File: src/bltc_pkg.sv
// Shared types, opcode constants and helper functions of the tape machine.
package bltc_pkg;

  localparam int ADDR_W = 12;
  localparam int BYTE_W = 8;
  localparam int IN_W   = 32;
  localparam int OUT_W  = 40;

  typedef enum logic [2:0] {
    FN_LOAD_PROG  = 3'd0,
    FN_WRITE_TAPE = 3'd1,
    FN_SET_IP     = 3'd2,
    FN_SET_DP     = 3'd3,
    FN_EXEC       = 3'd4
  } func_e;

  typedef enum logic [1:0] {
    ST_OK           = 2'd0,
    ST_BAD_OP       = 2'd1,
    ST_BAD_SCAN     = 2'd2,
    ST_OUT_OF_STORE = 2'd3
  } status_e;

  localparam logic [7:0] OP_RIGHT = 8'h3E;  // '>'
  localparam logic [7:0] OP_LEFT  = 8'h3C;  // '<'
  localparam logic [7:0] OP_INC   = 8'h2B;  // '+'
  localparam logic [7:0] OP_DEC   = 8'h2D;  // '-'
  localparam logic [7:0] OP_OUT   = 8'h2E;  // '.'
  localparam logic [7:0] OP_IN    = 8'h2C;  // ','
  localparam logic [7:0] OP_OPEN  = 8'h5B;  // '['
  localparam logic [7:0] OP_CLOSE = 8'h5D;  // ']'

  typedef enum logic [1:0] {
    OC_PLAIN,
    OC_OPEN,
    OC_CLOSE,
    OC_OTHER
  } op_class_e;

  typedef enum logic [2:0] {
    S_CLEAR,
    S_IDLE,
    S_RED,
    S_EXEC,
    S_SCAN,
    S_DONE
  } state_e;

  typedef struct packed {
    func_e                func;
    logic [ADDR_W-1:0]    addr;
    logic [BYTE_W-1:0]    value;
    logic [BYTE_W-1:0]    io_in;
  } in_t;

  typedef struct packed {
    status_e              status;
    logic                 out_valid;
    logic [BYTE_W-1:0]    out_byte;
    logic [ADDR_W-1:0]    ip_now;
    logic [ADDR_W-1:0]    dp_now;
  } res_t;

  typedef struct packed {
    logic    clr_write;
    logic    accept;
    logic    red_step;
    logic    apply;
    logic    exec_plain;
    logic    scan_start;
    logic    scan_fwd;
    logic    scan_step;
    logic    scan_hit;
    logic    status_wr;
    status_e status_code;
  } cmd_t;

  typedef struct packed {
    logic      clr_done;
    logic      red_done;
    op_class_e opc;
    logic      cell_zero;
    logic      ip_last;
    logic      ip_zero;
    logic      a_end;
    logic      scan_target;
    logic      depth_one;
  } sts_t;

  function automatic op_class_e op_class(input logic [7:0] b);
    op_class_e c;
    unique case (b) inside
      OP_RIGHT, OP_LEFT, OP_INC, OP_DEC, OP_OUT, OP_IN: c = OC_PLAIN;
      OP_OPEN:  c = OC_OPEN;
      OP_CLOSE: c = OC_CLOSE;
      default:  c = OC_OTHER;
    endcase
    return c;
  endfunction

  // Number of shifted compare-subtract steps that bring a 12-bit address
  // below the given depth; zero when every address already fits.
  function automatic int red_steps(input int depth);
    int n;
    n = 0;
    for (int k = 0; k < ADDR_W; k++) begin
      if ((depth << k) <= (1 << ADDR_W) - 1) n = k + 1;
    end
    return n;
  endfunction

endpackage

File: src/bltc_ctrl.sv
// Controller state machine of the tape machine.
module bltc_ctrl (
  input  logic               clk,
  input  logic               rst,
  input  logic               s_tvalid,
  input  bltc_pkg::func_e    in_func,
  input  logic               out_free,
  input  bltc_pkg::sts_t     sts,
  output logic               s_tready,
  output logic               out_load,
  output bltc_pkg::cmd_t     cmd
);

  bltc_pkg::state_e state, state_next;

  always_ff @(posedge clk) begin
    if (rst) begin
      state <= bltc_pkg::S_CLEAR;
    end else begin
      state <= state_next;
    end
  end

  always_comb begin
    state_next = state;
    unique case (state)
      bltc_pkg::S_CLEAR: begin
        if (sts.clr_done) state_next = bltc_pkg::S_IDLE;
      end
      bltc_pkg::S_IDLE: begin
        if (s_tvalid) begin
          unique case (in_func) inside
            bltc_pkg::FN_LOAD_PROG, bltc_pkg::FN_WRITE_TAPE,
            bltc_pkg::FN_SET_IP, bltc_pkg::FN_SET_DP: state_next = bltc_pkg::S_RED;
            bltc_pkg::FN_EXEC: state_next = bltc_pkg::S_EXEC;
            default:           state_next = bltc_pkg::S_DONE;
          endcase
        end
      end
      bltc_pkg::S_RED: begin
        if (sts.red_done) state_next = bltc_pkg::S_DONE;
      end
      bltc_pkg::S_EXEC: begin
        state_next = bltc_pkg::S_DONE;
        if (sts.opc == bltc_pkg::OC_OPEN && sts.cell_zero && !sts.ip_last) begin
          state_next = bltc_pkg::S_SCAN;
        end
        if (sts.opc == bltc_pkg::OC_CLOSE && !sts.cell_zero && !sts.ip_zero) begin
          state_next = bltc_pkg::S_SCAN;
        end
      end
      bltc_pkg::S_SCAN: begin
        if (sts.opc == bltc_pkg::OC_OTHER || (sts.scan_target && sts.depth_one) ||
            sts.a_end) begin
          state_next = bltc_pkg::S_DONE;
        end
      end
      bltc_pkg::S_DONE: begin
        if (out_free) state_next = bltc_pkg::S_IDLE;
      end
      default: state_next = bltc_pkg::S_IDLE;
    endcase
  end

  always_comb begin
    cmd      = '0;
    s_tready = 1'b0;
    out_load = 1'b0;
    unique case (state)
      bltc_pkg::S_CLEAR: begin
        cmd.clr_write = 1'b1;
      end
      bltc_pkg::S_IDLE: begin
        s_tready   = 1'b1;
        cmd.accept = s_tvalid;
      end
      bltc_pkg::S_RED: begin
        if (sts.red_done) begin
          cmd.apply = 1'b1;
        end else begin
          cmd.red_step = 1'b1;
        end
      end
      bltc_pkg::S_EXEC: begin
        unique case (sts.opc)
          bltc_pkg::OC_PLAIN: cmd.exec_plain = 1'b1;
          bltc_pkg::OC_OPEN: begin
            if (!sts.cell_zero) begin
              cmd.exec_plain = 1'b1;
            end else if (sts.ip_last) begin
              cmd.status_wr   = 1'b1;
              cmd.status_code = bltc_pkg::ST_OUT_OF_STORE;
            end else begin
              cmd.scan_start = 1'b1;
              cmd.scan_fwd   = 1'b1;
            end
          end
          bltc_pkg::OC_CLOSE: begin
            if (sts.cell_zero) begin
              cmd.exec_plain = 1'b1;
            end else if (sts.ip_zero) begin
              cmd.status_wr   = 1'b1;
              cmd.status_code = bltc_pkg::ST_OUT_OF_STORE;
            end else begin
              cmd.scan_start = 1'b1;
            end
          end
          default: begin
            cmd.status_wr   = 1'b1;
            cmd.status_code = bltc_pkg::ST_BAD_OP;
          end
        endcase
      end
      bltc_pkg::S_SCAN: begin
        // A match on the last or first address still counts as found.
        if (sts.opc == bltc_pkg::OC_OTHER) begin
          cmd.status_wr   = 1'b1;
          cmd.status_code = bltc_pkg::ST_BAD_SCAN;
        end else if (sts.scan_target && sts.depth_one) begin
          cmd.scan_hit = 1'b1;
        end else if (sts.a_end) begin
          cmd.status_wr   = 1'b1;
          cmd.status_code = bltc_pkg::ST_OUT_OF_STORE;
        end else begin
          cmd.scan_step = 1'b1;
        end
      end
      bltc_pkg::S_DONE: begin
        out_load = out_free;
      end
      default: begin
      end
    endcase
  end

endmodule

File: config.mk
export PLATFORM = sky130hd
export DESIGN_NAME = bltc_ctrl
export DESIGN_NICKNAME = d
export VERILOG_FILES = /design/src/bltc_pkg.sv /design/src/bltc_ctrl.sv
export SDC_FILE = /design/constraint.sdc
export NUM_CORES = 1
export LEC_CHECK = 0
export BUFFER_PORTS_ARGS = -buffer_cell sky130_fd_sc_hd__buf_4
export CAP_MARGIN = 20
export CORE_AREA = 8 8 45 47
export CTS_BUF_LIST = sky130_fd_sc_hd__clkbuf_8
export DETAILED_ROUTE_END_ITERATION = 7
export DIE_AREA = 0 0 53 55
export PLACE_DENSITY_LB_ADDON = 0.1
export REMOVE_ABC_BUFFERS = 1
export SYNTH_ARGS = -nofsm -noshare
export SYNTH_HDL_FRONTEND = slang
export SYNTH_SLANG_ARGS = --single-unit
File: constraint.sdc
create_clock -name clk -period 1.6 [get_ports clk]
set_input_delay 0.32 -clock clk [delete_from_list [all_inputs] [get_ports clk]]
set_output_delay 0.32 -clock clk [all_outputs]
set_load 0.005 [all_outputs]
Word level (Yosys, flattened, before mapping)
Index checks and enable logic that the tools add are counted.
Storage, ports and cells
  register bits: 3
  output and inout port bits: 14
  word-level logic and storage cells: 73
Cells by class
  eq/ne operators: 17
  mux-type cells: 40
  reduce and logical (&&, ||, !) cells: 15
Operators by type and width (count)
  $mux W3: 14
  $pmux W3 S6: 1
  $mux W1: 15
  $eq A3 B2 Y1 const B: 4
  $pmux W3 S2: 2
  $mux W2: 5
  $ne A2 B2 Y1 const B: 5
  $eq A3 B3 Y1 const B: 3
  $pmux W3 S3: 1
  $eq A3 B1 Y1 const B: 2
  $logic_not A3 Y1: 2
  $logic_and A1 B1 Y1: 5
  $reduce_and A5 Y1: 1
  $eq A2 B2 Y1 const B: 2
  $reduce_or A4 Y1: 1
  $logic_not A1 Y1: 3
  $pmux W1 S3: 1
  $eq A2 B1 Y1 const B: 1
  $logic_not A2 Y1: 1
  $logic_or A1 B1 Y1: 2
  $pmux W1 S2: 1

Depth between registers and ports, before layout
Gate-level depths: netlist of the first run.
  word-level depth: 6
  gate-level depth with buffers: 6

Worst setup path after synthesis of the first run
Ideal clock, no wire load.
  path kind: in2out
  from: input port sts[6] (netlist bit)
  to: output port cmd[0] (netlist bit)
  data arrival time: 1.238 ns
  data required time: 1.280 ns
  slack: 0.042 ns
  stages on the path: 3
  buffers on the path: 0
  path through: ha_1 -> or4b_4 -> o21ai_0
RTL lines
  start, declared: RTL line bltc_ctrl.sv:8  | input bltc_pkg::sts_t sts,
  end, declared: RTL line bltc_ctrl.sv:11  | output bltc_pkg::cmd_t cmd

==> results of run 1 <==
## per-stage QoR
stage | setup slack (ns) | cell area (sq um) | util (%) | setup TNS, ns | power (uW)
final | -0.151 | 895 | 64.6 | -0.491 | 561
after global routing | -0.188 | 895 | 64.6 | -0.987 | 588
after CTS | -0.180 | 813 | 58.8 | -0.921 | 527
after detailed placement | -0.289 | 711 | 51.4 | -1.14 | 290
after global placement | -0.343 | 711 | 51.4 | -1.17 | 288
after floorplan | 0.0425 | 405 | - | 0 | 178
## kinds of logic (layout without fill, tap and decap cells)
kind of cell | after synthesis | after routing | synth area share [%]
fa+ha+maj | 3 | 3 | 8.98
flops | 3 | 3 | 14.4
simple gates | 35 | 35 | 47.6
mux | 1 | 1 | 2.40
buf+inv | 6 | 51 | 6.59
compound gates | 12 | 12 | 20.1
## path summary, 6_finish.rpt
check | startpoint | endpoint | depth (start not counted)
setup / recovery | state[1] | cmd[4] | 3
hold reg to reg | state[1] | state[1] | 4
setup reg to reg | state[1] | state[0] | 5
hold / removal | rst | state[1] | 2
## power breakdown
part	leakage (uW)	switching (uW)	internal, uW
combinational	0.000373	111	142
sequential	0.0000256	8.76	85.5
clock	0.0000269	50.3	163
## area by class of cell
type / instances / area [sq um]
Inverter: 4 / 15.0
Tap cell: 16 / 20.0
Timing Repair Buffer: 43 / 349
Sequential cell: 3 / 62.6
Multi-Input combinational cell: 51 / 403
Clock buffer: 3 / 41.3
Clock inverter: 1 / 3.75
Fill cell: 132 / 489
## timing repair
action | 4_1_cts | 5_1_grt
gates resized for setup | 13 | 12
pin swaps | 6 | 6
endpoints found under the setup margin | 11 | 11
hold buffers | 0 | 0
buffers inserted | 2 | 4
## per-layer routing
metal / track usage, % / part of all wire [%] / vias to the layer above
li1: - / - / 309
met1: 11.4 / 37 / 280
met2: 20.9 / 58 / 16
met3: 2.94 / 4.5 / 0
met4: 7.33 / 0 / 0
met5: 0 / 0 / -
## cell usage in the layout, fill, tap and decap left out, drive strengths merged
cell type	Yosys	final
dfxtp	3	3
o311ai	1	1
ha	3	3
o2bb2ai	1	1
or3	2	2
buf	2	43
or4b	2	2
a21oi	2	2
clkbuf	0	3
nor2	6	6
nand3	1	1
nor3	5	5
a22o	1	1
and2	1	1
a211oi	2	2
o31ai	1	1
o31a	1	1
nor4	1	1
nand2b	3	3
nand2	9	9
mux2i	1	1
a31oi	1	1
nor2b	1	1
o21ai	2	2
inv	4	5
and3	2	2
nor3b	2	2
==> summary.txt, run 1 <==
Timing
  • Min setup slack post-route: -0.151 ns
  • RSZ-0062 raised after global routing: true
  • Final Hold Fails: 0
  • Tightest Pin Transition: 0.221 ns
  • Fmax: 571 MHz
  • Slew HR: 85.1%
  • Fin Clk Skew: 0.00157 ns
  • Tmin final: 1.75 ns
  • Final slew viol count: 0
  • Fin Hold WS: 0.271 ns
  • Period utilization: 109%
  • Setup violators final: 8

Placed design
  • Placed cell count: 112
  • RD Place Congestion: 0.741
  • Detail Placement HPWL: 1220 um
  • Port bufs: 30

Clocking
  • Clock-pin slew on the worst setup and hold paths: 0.03 ns
  • CTS Buffer Depth: 2
  • # clock sinks: 3
  • CTS tree: built
  • H-tree depth: 1
  • Clk_lat worst skew: 0.21 ns
  • Num CTS Buffers: 3
  • Root buffer cell: clkbuf_8

Synth
  • Mapped Avg Cell Area: 6.97 sq um
  • Synth top area cells: dfxtp_1 (14%), ha_1 (9.0%), nand2_1 (8.1%)
  • Most common cell in the netlist: nand2_1
  • Number of synthesized flops with an enable pin: 0
  • Post-Synthesis Cells: 60
  • Yosys top cell area share: 14.4%
  • Post-Synthesis Cell Area: 418 sq um
  • Synth Register Bits: 3
  • Top FF cell, synth: dfxtp_1
  • Synth unique cells: 29
  • Async S/R FF share, synth: 0%
  • Yosys top cell by area: dfxtp_1
  • Synth warnings: 0
  • Register area share after synthesis: 14.4%
  • Synth cell count leaders: nand2_1 (9), nor2_1 (6), nor3_1 (5), inv_1 (4)

Detailed routing
  • DR iter-0 viols: 7
  • Vias per std cell: 5.00
  • Routed Antenna Nets: 0
  • Router iterations before antenna repair: 4
  • Via count: 605
  • WL/cell: 13.7 um
  • Drt total wl: 1660 um
  • DRC violations left: 0

Floorplanning
  • Die area: 2920 sq um
  • Ports: 31
  • Core region area: 1380 sq um
  • Starting Density: 30.2%
  • Die height: 55 um
  • Die width: 53 um
  • # rows: 14

Run status
  • Failing checks: negative setup slack
  • Status: finished with violations

Min path
  • Hold Path Class: in -> reg

Setup path
  • Reg2reg setup slack: 0.07 ns
  • Critical Path RT: 1.28 ns
  • CP max stage delay: 0.56 ns
  • CP endpoint kind: primary output
  • Worst setup SP type: register
  • CP arrival: 1.43 ns
  • CP bufs+invs: 1
  • Slowest stage cell, crit path: or4b_4
  • Crit-path cells: or4b_4, nor3b_4, buf_4
  • Crit path max-delay family: simple AND/OR/NAND/NOR gates
  • Worst Path Max Fanout: 4
  • Critical path class: reg -> out

Layout
  • Non-filler cells, final: 121
  • # diodes: 0
  • Layout cells sized above 1: 58.1%
  • Most flops, register: state
  • Layout area overhead: 114%
  • Largest register FFs: 3
  • Nets: 126
  • Regs by FF count: state: 3 flops

Pwr
  • Power density over cell area: 628 nW/um^2
  • Worst VDD drop: 0.344 mV
  • Lkg Pwr: 0.000425 uW

GRT
  • GRT overflow: 0
  • Vias in the first global route: 645
  • Initial antenna violation count: 0
  • GRT Resource Usage Total: 11.5%
  • Largest net degree at the start of global routing: 11
  • First-pass GRT wire length: 2580 um

Run
  • Max_cap viols: 0
Note: power is estimated with default switching activity, not from simulation.
==> run 2: changes to the inputs <==
--- a/config.mk
+++ b/config.mk
@@ -11,7 +11,6 @@
 export CTS_BUF_LIST = sky130_fd_sc_hd__clkbuf_8
 export DETAILED_ROUTE_END_ITERATION = 7
 export DIE_AREA = 0 0 53 55
-export PLACE_DENSITY_LB_ADDON = 0.1
 export REMOVE_ABC_BUFFERS = 1
 export SYNTH_ARGS = -nofsm -noshare
 export SYNTH_HDL_FRONTEND = slang
==> run 2 against run 1 <==
Compared with the run above: the flow still finishes with violations (negative setup slack); global-route usage up 1.2 points; core utilization up 7.7 points; largest power group unchanged; non-clock buffer count up 5; largest cell class unchanged; flip-flop and latch count unchanged.
==> summary.txt, run 2 (synthesis results as in run 1) <==
Run status
  • Status: finished with violations
  • Failing checks: negative setup slack

Setup path
  • Worst setup path endpoint: cmd[4]
  • Worst setup SP type: register
  • Worst R2R End: state[0]
  • Crit-path cells: or4b_4, nor3b_4, buf_4
  • Critical Path RT: 1.28 ns (about the same)
  • Reg2reg setup slack: 0.06 ns (about the same)
  • Critical Path Start: state[0]
  • Startpoint of the worst register-to-register path: state[0]
  • CP endpoint kind: primary output
  • R2R depth: 5 (unchanged)
  • CP arrival: 1.46 ns (+0.03 ns)
  • Slowest stage cell, crit path: or4b_4
  • Critical path class: reg -> out
  • CP max stage delay: 0.57 ns (about the same)
  • Worst Path Max Fanout: 5 (+1)

Clocking
  • Root buffer cell: clkbuf_8
  • Clk_lat worst skew: 0.21 ns (about the same)
  • CTS tree: built
  • # clock sinks: 3 (unchanged)
  • Clock-pin slew on the worst setup and hold paths: 0.03 ns (about the same)
  • H-tree depth: 1 (unchanged)
  • CTS Hold Bufs: 0 (unchanged)
  • Num CTS Buffers: 3 (unchanged)
  • CTS Buffer Depth: 2 (unchanged)

Floorplanning
  • Ports: 31 (unchanged)
  • Starting Density: 30.2% (unchanged)
  • # rows: 14 (unchanged)
  • Die area: 2920 sq um (unchanged)
  • Core region area: 1380 sq um (unchanged)
  • Die width: 53 um (unchanged)
  • Die height: 55 um (unchanged)

Timing
  • Period utilization: 112% (+2.1 points)
  • Setup violators final: 7 (-1)
  • Final Hold Fails: 0 (unchanged)
  • Min setup slack post-route: -0.184 ns (-0.0331 ns)
  • Fmax: 560 MHz (-1.9%)
  • Fin Clk Skew: 0.00117 ns (-0.000402 ns)
  • Tmin final: 1.78 ns (+0.0331 ns)
  • Slew HR: 83.1% (-2.0 points)
  • Fin Hold WS: 0.280 ns (+0.00887 ns)
  • RSZ-0062 raised after global routing: true
  • Tightest Pin Transition: 0.251 ns (+0.0291 ns)
  • Final slew viol count: 0 (unchanged)

Pwr
  • Worst VDD drop: 0.420 mV (+22%)
  • Power density over cell area: 584 nW/um^2 (-7.0%)
  • Lkg Pwr: 0.000469 uW (+10%)

GRT
  • Vias in the first global route: 651 (+0.93%)
  • GRT Resource Usage Total: 12.7% (+1.2 points)
  • GRT overflow: 0 (unchanged)
  • Largest net degree at the start of global routing: 9 (-2)
  • Initial antenna violation count: 0 (unchanged)
  • First-pass GRT wire length: 2870 um (+11%)

Placed design
  • Placed cell count: 115 (+2.7%)
  • Port bufs: 30 (unchanged)
  • RD Place Congestion: 0.889 (+20%)
  • Detail Placement HPWL: 1310 um (+7.9%)

Detailed routing
  • WL/cell: 15.0 um (+9.2%)
  • Drt total wl: 1890 um (+14%)
  • DR iter-0 viols: 7 (unchanged)
  • Vias per std cell: 5.21 (+4.1%)
  • Router iterations before antenna repair: 4 (unchanged)
  • Routed Antenna Nets: 0 (unchanged)
  • DRC violations left: 0 (unchanged)
  • Via count: 656 (+8.4%)

Min path
  • Hold_sp: rst
  • Hold Path Class: in -> reg

Layout
  • Layout area overhead: 140%
  • # diodes: 0 (unchanged)
  • Layout cells sized above 1: 67.3% (+9.2 points)
  • Commonest cells after routing, fill and taps aside: buf_4 (41), nand2_1 (6), buf_6 (5)
  • Regs by FF count: state: 3 flops
  • Nets: 131 (+4.0%)
  • Fill cells: 98 (-26%)
  • Most flops, register: state
  • Largest register FFs: 3 (unchanged)
  • Non-filler cells, final: 126 (+4.1%)
  • Commonest non-fill, non-tap cell in the layout: buf_4

Run
  • Max_cap viols: 0 (unchanged)
## run 2: worst min path at each step
stage,slack [ns],end,depth (start not counted)
after global placement,0.50,state[2],2
after floorplan,0.39,state[1],1
final,0.28,state[0],2
after CTS,0.28,state[2],2
after global routing,0.28,state[2],2
after detailed placement,0.50,state[2],2
## run 2: metal layers
layer  wire length (um)  up-vias  GRT usage [%]
met4                 12        0           7.33
met2                995       26           23.0
met3                146        2           2.67
li1                   -      318              -
met1                736      310           13.3
met5                  0        -              0
## run 2: power breakdown
group / internal, uW / total, uW / switching [uW]
Sequential: 85.5 / 96.0 / 10.5
Clock: 163 / 212 / 49.0
Combinational: 158 / 276 / 118
## run 2: critical path: cells and delay by family, from the launching register on
kind	cells	cell delay, ns
DFF	1	0.35
and+or+nand+nor	2	0.77
buffers and inverters	1	0.14
## run 2: final cells by class
| cell class | count | area [sq um] | share of cell area, % |
|---|---|---|---|
| clock inverter | 1 | 3.75 | 0.375 |
| timing repair buffer | 48 | 394 | 39.4 |
| clock buffer | 3 | 41.3 | 4.13 |
| sequential | 3 | 63.8 | 6.38 |
| multi-input combinational | 51 | 458 | 45.7 |
| inverter | 4 | 20.0 | 2.00 |
| tap | 16 | 20.0 | 2.00 |
## run 2: repair_timing
item / in CTS / in global routing
buffers inserted: 4 / 4
gates resized for setup: 25 / 17
endpoints found under the setup margin: 9 / 11
pin swaps: 14 / 13
## run 2: per-stage QoR
step                      total power [uW]  TNS, ns  instance area, sq um  worst slack [ns]  util (%)
after floorplan                        178        0                   405            0.0425         -
after global placement                 297    -1.09                   733            -0.261      53.0
after detailed placement               298    -1.17                   733            -0.286      53.0
after CTS                              544   -0.702                   898            -0.207      64.9
after global routing                   617    -1.01                  1000            -0.230      72.3
final                                  584   -0.571                  1000            -0.184      72.3
